[src/rtl/core/gb11_pkg.sv]
`timescale 1ns / 1ps

package gb11_pkg;

    // Window geometry for the fixed kernel.
    localparam int RADIUS     = 5;
    localparam int WIN        = 2 * RADIUS + 1;
    localparam int LINES      = 2 * RADIUS;
    localparam int NUM_WEIGHT = 21;
    localparam int WEIGHT_BITS = 17;
    localparam int DROP_BITS  = 12;
    localparam int FIFO_DEPTH = 16;
    localparam int FIFO_PW    = 4;

    // Configuration register indexes.
    localparam logic REG_OUT_WIDTH  = 1'b0;
    localparam logic REG_OUT_HEIGHT = 1'b1;

    localparam logic [10:0] RST_OUT_WIDTH  = 11'd2038;
    localparam logic [15:0] RST_OUT_HEIGHT = 16'd1080;

    // Result tag that travels alongside the arithmetic pipeline.
    typedef struct packed {
        logic valid;
        logic last;
    } t_tag;

    // Q0.20 kernel weights in triangular order, index b*(b+1)/2 + a with a <= b.
    function automatic logic [WEIGHT_BITS-1:0] weight(input int idx);
        logic [WEIGHT_BITS-1:0] w;
        case (idx)
            0:  w = 17'd74200;
            1:  w = 17'd59414;
            2:  w = 17'd47575;
            3:  w = 17'd30504;
            4:  w = 17'd24426;
            5:  w = 17'd12541;
            6:  w = 17'd10042;
            7:  w = 17'd8041;
            8:  w = 17'd4128;
            9:  w = 17'd1359;
            10: w = 17'd2120;
            11: w = 17'd1697;
            12: w = 17'd871;
            13: w = 17'd287;
            14: w = 17'd61;
            15: w = 17'd287;
            16: w = 17'd230;
            17: w = 17'd118;
            18: w = 17'd39;
            19: w = 17'd8;
            20: w = 17'd1;
            default: w = 17'd0;
        endcase
        return w;
    endfunction

endpackage

[src/rtl/core/gb11_col_cell.sv]
`timescale 1ns / 1ps

// One window column. It loads the column from its right neighbor on every
// shift and folds its samples about the center row.
module gb11_col_cell #(
    parameter int SAMPLE_BITS = 16
) (
    input  logic                   i_clk,
    input  logic                   i_shift,
    input  logic [SAMPLE_BITS-1:0] i_col  [gb11_pkg::WIN],
    output logic [SAMPLE_BITS-1:0] o_col  [gb11_pkg::WIN],
    output logic [SAMPLE_BITS:0]   o_fold [gb11_pkg::RADIUS + 1]
);

    logic [SAMPLE_BITS-1:0] r_col [gb11_pkg::WIN];

    // Column storage, handed to the left neighbor.
    always_ff @(posedge i_clk) begin
        if (i_shift) begin
            r_col <= i_col;
        end
    end

    assign o_col = r_col;

    // Fold index k pairs rows k and 10-k, so it carries vertical offset 5-k.
    always_comb begin
        for (int k = 0; k < gb11_pkg::RADIUS; k++) begin
            o_fold[k] = {1'b0, r_col[k]} + {1'b0, r_col[gb11_pkg::WIN - 1 - k]};
        end
        o_fold[gb11_pkg::RADIUS] = {1'b0, r_col[gb11_pkg::RADIUS]};
    end

endmodule

[config.mk]
export PLATFORM = sky130hd
export DESIGN_NAME = gb11_col_cell
export DESIGN_NICKNAME = d
export VERILOG_FILES = /design/src/rtl/core/gb11_pkg.sv /design/src/rtl/core/gb11_col_cell.sv
export SDC_FILE = /design/constraint.sdc
export NUM_CORES = 1
export LEC_CHECK = 0
export BUFFER_PORTS_ARGS = -buffer_cell sky130_fd_sc_hd__buf_2
export CAP_MARGIN = 20
export CORE_AREA = 2 2 178 180
export DETAILED_ROUTE_END_ITERATION = 8
export DIE_AREA = 0 0 180 182
export GPL_TIMING_DRIVEN = 0
export PLACE_DENSITY = 0.62
export SLEW_MARGIN = 20
export SYNTH_ARGS = -nofsm -noshare
export SYNTH_HDL_FRONTEND = slang
export SYNTH_SLANG_ARGS = --single-unit
[constraint.sdc]
create_clock -name i_clk -period 2.4 [get_ports i_clk]
set_input_delay 0.12 -clock i_clk [delete_from_list [all_inputs] [get_ports i_clk]]
set_output_delay 0.12 -clock i_clk [all_outputs]
set_load 0.005 [all_outputs]
# [Word-level counts from Yosys, hierarchy flattened]
# Cells that the tools add are included.
# Widths: inputs -> output; s select.
[word_totals] ff_bits=176 elab_cells=16 input_bits=178 output_inout_bits=278
[op_classes] n_addsub=5
[ops] cell="$add 16x16->17" n=5

# [Depth between registers and ports, before layout]
[logic_depth] ltp_word=1 mapped_depth=8 ltp_nobuf=8

# [Worst setup path after synthesis]
# No wires, ideal clock.
[synth_timing] kind="flip-flop to output port" from="register r_col, in the netlist o_col[32]" to="output o_fold[67] (netlist bit)" path_slack_ns=-0.064 n_path_buf=0 required_time_ns=2.280 arrival_ns=2.344 stages_incl_launch_ff=9 path_cell_list="edfxtp_1 > ha_1 > fa_1 > a21o_1 > a221oi_2 > o41ai_1 > or2_1 > a221o_1 > a21o_1"
[synth_rtl] item="start, declared" line="gb11_col_cell.sv:15" rtl="logic [SAMPLE_BITS-1:0] r_col [gb11_pkg::WIN];"
[synth_rtl] item="start signal, assigned" line="gb11_col_cell.sv:20" rtl="r_col <= i_col;"
[synth_rtl] item="end, declared" line="gb11_col_cell.sv:12" rtl="output logic [SAMPLE_BITS:0] o_fold [gb11_pkg::RADIUS + 1]"

==> key figures <==
Global route
  • Remaining Overflow, GRT: 0
  • Largest net degree at the start of global routing: 91
  • First-pass GRT wire length: about 47000 um
  • GRT Resource Usage Total: 0.184
  • Vias in the first global route: 8796
  • Initial antenna violation count: 0

STA
  • RSZ-0062 raised after global routing: yes
  • Max-slew violations: 0
  • Worst rel slew slack: 0.529
  • Fin crit share: 1.27
  • Min cycle time layout: around 3.1 ns
  • Slew at the pin closest to its max-slew limit: just over 0.7 ns
  • Count of final hold-check violations: 0
  • Max Fclk: between 0.3 and 0.4 GHz
  • Worst setup margin: -0.655 ns
  • Sum Neg Setup Slack: -16.33 ns
  • Setup violations, final: 53
  • Hold slack final: roughly 0.14 ns

Logic synthesis
  • Area leader, netlist: edfxtp_1
  • Post-synth EDFFs: around 180
  • Post-synthesis cell area: 0.00900 mm^2
  • Syn avg cell area: approximately 14 um^2
  • Top cell type's share of synthesized area: 0.587
  • Netlist cell types: 60
  • Synth warn: 0
  • Mapped Nets: between 900 and 1000
  • Synth Flop Type: edfxtp_1
  • Ys async rst share: 0
  • Synth top area cells: edfxtp_1 59%, ha_1 11%, a21o_1 3.3%
  • Syn Inst Count: about 670
  • Number of synthesized register bits: 176
  • Sequential cell area fraction in the yosys report: 0.587

Critical path
  • Critical Path RT: about 2.3 ns
  • Critical-path maximum fanout: 3
  • CP arrival: 2.93 ns
  • CP Launch Type: register
  • Critical path endpoint: o_fold[67]
  • CP Capture Type: output port
  • Crit Path Category: register to output port
  • Crit. Startpoint: o_col[128]

Placement
  • Dpl hpwl: ~22000 um
  • Port Buffer Count: between 400 and 500
  • Post-DP Area: about 0.012 mm^2
  • RD Place Congestion: approximately 0.84
  • Setup WS pre-CTS: -0.490 ns
  • Cells after DPL: between 1500 and 2000

Clocking
  • CTS tree: built
  • CTS sink count: 176
  • Reg clk slew, reported paths: around 0.07 ns
  • H-tree levels: 4
  • Clock buffer depth: 2
  • CTS Buf Count: 17
  • Root Driver: clkbuf_16

Routing
  • Routed vias/inst: about 4.8
  • 1st-iter DRT viols: 416
  • Residual DRC count: 0
  • Post-DR wirelength/cell: about 18 um
  • Via count: 8558
  • TritonRoute pass-1 iters: 5
  • Final ANT Viol Nets: 0
  • Routed Wire Length: approximately 32000 um

Pwr
  • LEAKAGE: 6.89 nW
  • Worst VDD drop: about 0.0005 V
  • Tot Pwr: 10.2 mW
  • PD cells: approximately 650 mW/mm^2

Die
  • Die area: about 0.033 mm^2
  • Initial Util: 0.290
  • Die X: approximately 180 um
  • DIE HEIGHT: 182 um
  • Core ar.: 0.0310 mm^2
  • # IOs: approximately 460
  • Row cnt: between 60 and 70

Flow run
  • Max Cap Viol: 0

Layout
  • Syn-to-layout area delta: 73.9%
  • Total Nets Final: between 1500 and 2000
  • Number of diodes: 0
  • Post-Layout Cell Count: approximately 1800
  • Final-layout fill cell count: between 2000 and 3000
  • Layout cells sized above 1: 0.504
  • Core Util, Final: 0.505
  • Max FFs per register: ~180
  • Final instance area: between 0.015 and 0.02 mm^2

Outcome
  • Outcome: finished, violations left
  • Violated checks: setup timing

Min path
  • Worst min-delay path class: primary input to register
[worst min-delay path by stage]
stage                           from         end  slack [ns]  depth (start not counted)
after floorplan             i_col[0]    o_col[0]        0.22                          0
after global placement    i_col[160]  o_col[160]        0.30                          1
after detailed placement  i_col[160]  o_col[160]        0.30                          1
after CTS                    i_shift   o_col[55]        0.17                          1
after global routing         i_shift   o_col[55]        0.18                          1
final                        i_shift   o_col[55]        0.14                          1
[worst max-delay path: stages (launching register included)]
cell	delay (ns)
edfxtp_1	0.45
ha_4	0.21
fa_2	0.34
a21o_1	0.21
a221oi_4	0.32
o41ai_2	0.11
or2_1	0.24
a221o_1	0.31
a21o_1	0.18
buf_2	0.12
[cells by family after synthesis]
| kind of cell | Yosys count | synth area share |
|---|---|---|
| AO/OA/AOI/OAI | 188 | 0.144 |
| XOR/XNOR | 59 | 0.0574 |
| adder cells (fa/ha/maj) | 85 | 0.122 |
| buffers and inverters | 30 | 0.0196 |
| flip-flops | 176 | 0.587 |
| multiplexers | 2 | 0.00222 |
| other | 1 | 0.000417 |
| AND/OR/NAND/NOR | 124 | 0.0667 |
[cell usage after synthesis (all sizes together) (3+ instances only)]
cell type and n:
o31ai 3, a221oi 3, nor2 40, ha 80, a31oi 5, nand2 30, xnor2 32, nand4 9
o21ai 32, a21oi 46, a211o 5, xor2 27, a21o 40, inv 9, nor2b 3, a311oi 3
edfxtp 176, or3 3, nand3b 3, fa 5, nor3 7, buf 18, a21boi 3, o21bai 7
clkbuf 3, and3 7, a211oi 16, nand3 9, o21a 8
[repair_timing]
| item | in CTS | in global routing |
|---|---|---|
| setup buffers | 47 | 28 |
| resized for setup | 125 | 65 |
| hold buffers | 176 | 0 |
| hold endpoints to repair | 176 | 0 |
| cloned | 0 | 0 |
| setup endpoints to repair | 57 | 59 |
| pin swaps | 86 | 48 |
[routing by layer]
layer | wire length [um] | up-vias | track usage
met3 | 2290 | 55 | 0.0556
met4 | 1070 | 0 | 0.0741
met5 | 0 | - | 0
met2 | 16300 | 384 | 0.326
met1 | 12200 | 4108 | 0.206
li1 | - | 4011 | -
[cell usage in the layout, fill, tap and decap left out, drive strengths merged, types with 19 or more instances in the layout]
master / netlist / final
a21o: 40 / 40
ha: 80 / 80
edfxtp: 176 / 176
buf: 18 / 544
xnor2: 32 / 32
clkbuf: 3 / 19
nor2: 40 / 40
xor2: 27 / 27
nand2: 30 / 30
dlygate4sd3: 0 / 176
o21ai: 32 / 32
a21oi: 46 / 46
[final cells by class]
cell class / count / area, um^2 / area share
buffer: 18 / 131 / 0.00839
clock buffer: 19 / 433 / 0.0277
clock inverter: 13 / 125 / 0.00799
inverter: 9 / 33.8 / 0.00216
multi-input combinational: 459 / 4460 / 0.285
sequential: 176 / 5290 / 0.338
tap: 402 / 503 / 0.0321
timing repair buffer: 702 / 4680 / 0.299
[power breakdown]
group	leakage (nW)	switching, mW	internal [mW]
logic	4.89	1.74	1.88
registers	1.72	0.202	3.67
clock network	0.277	1.29	1.45
Power figures use the tool's default switching activity.
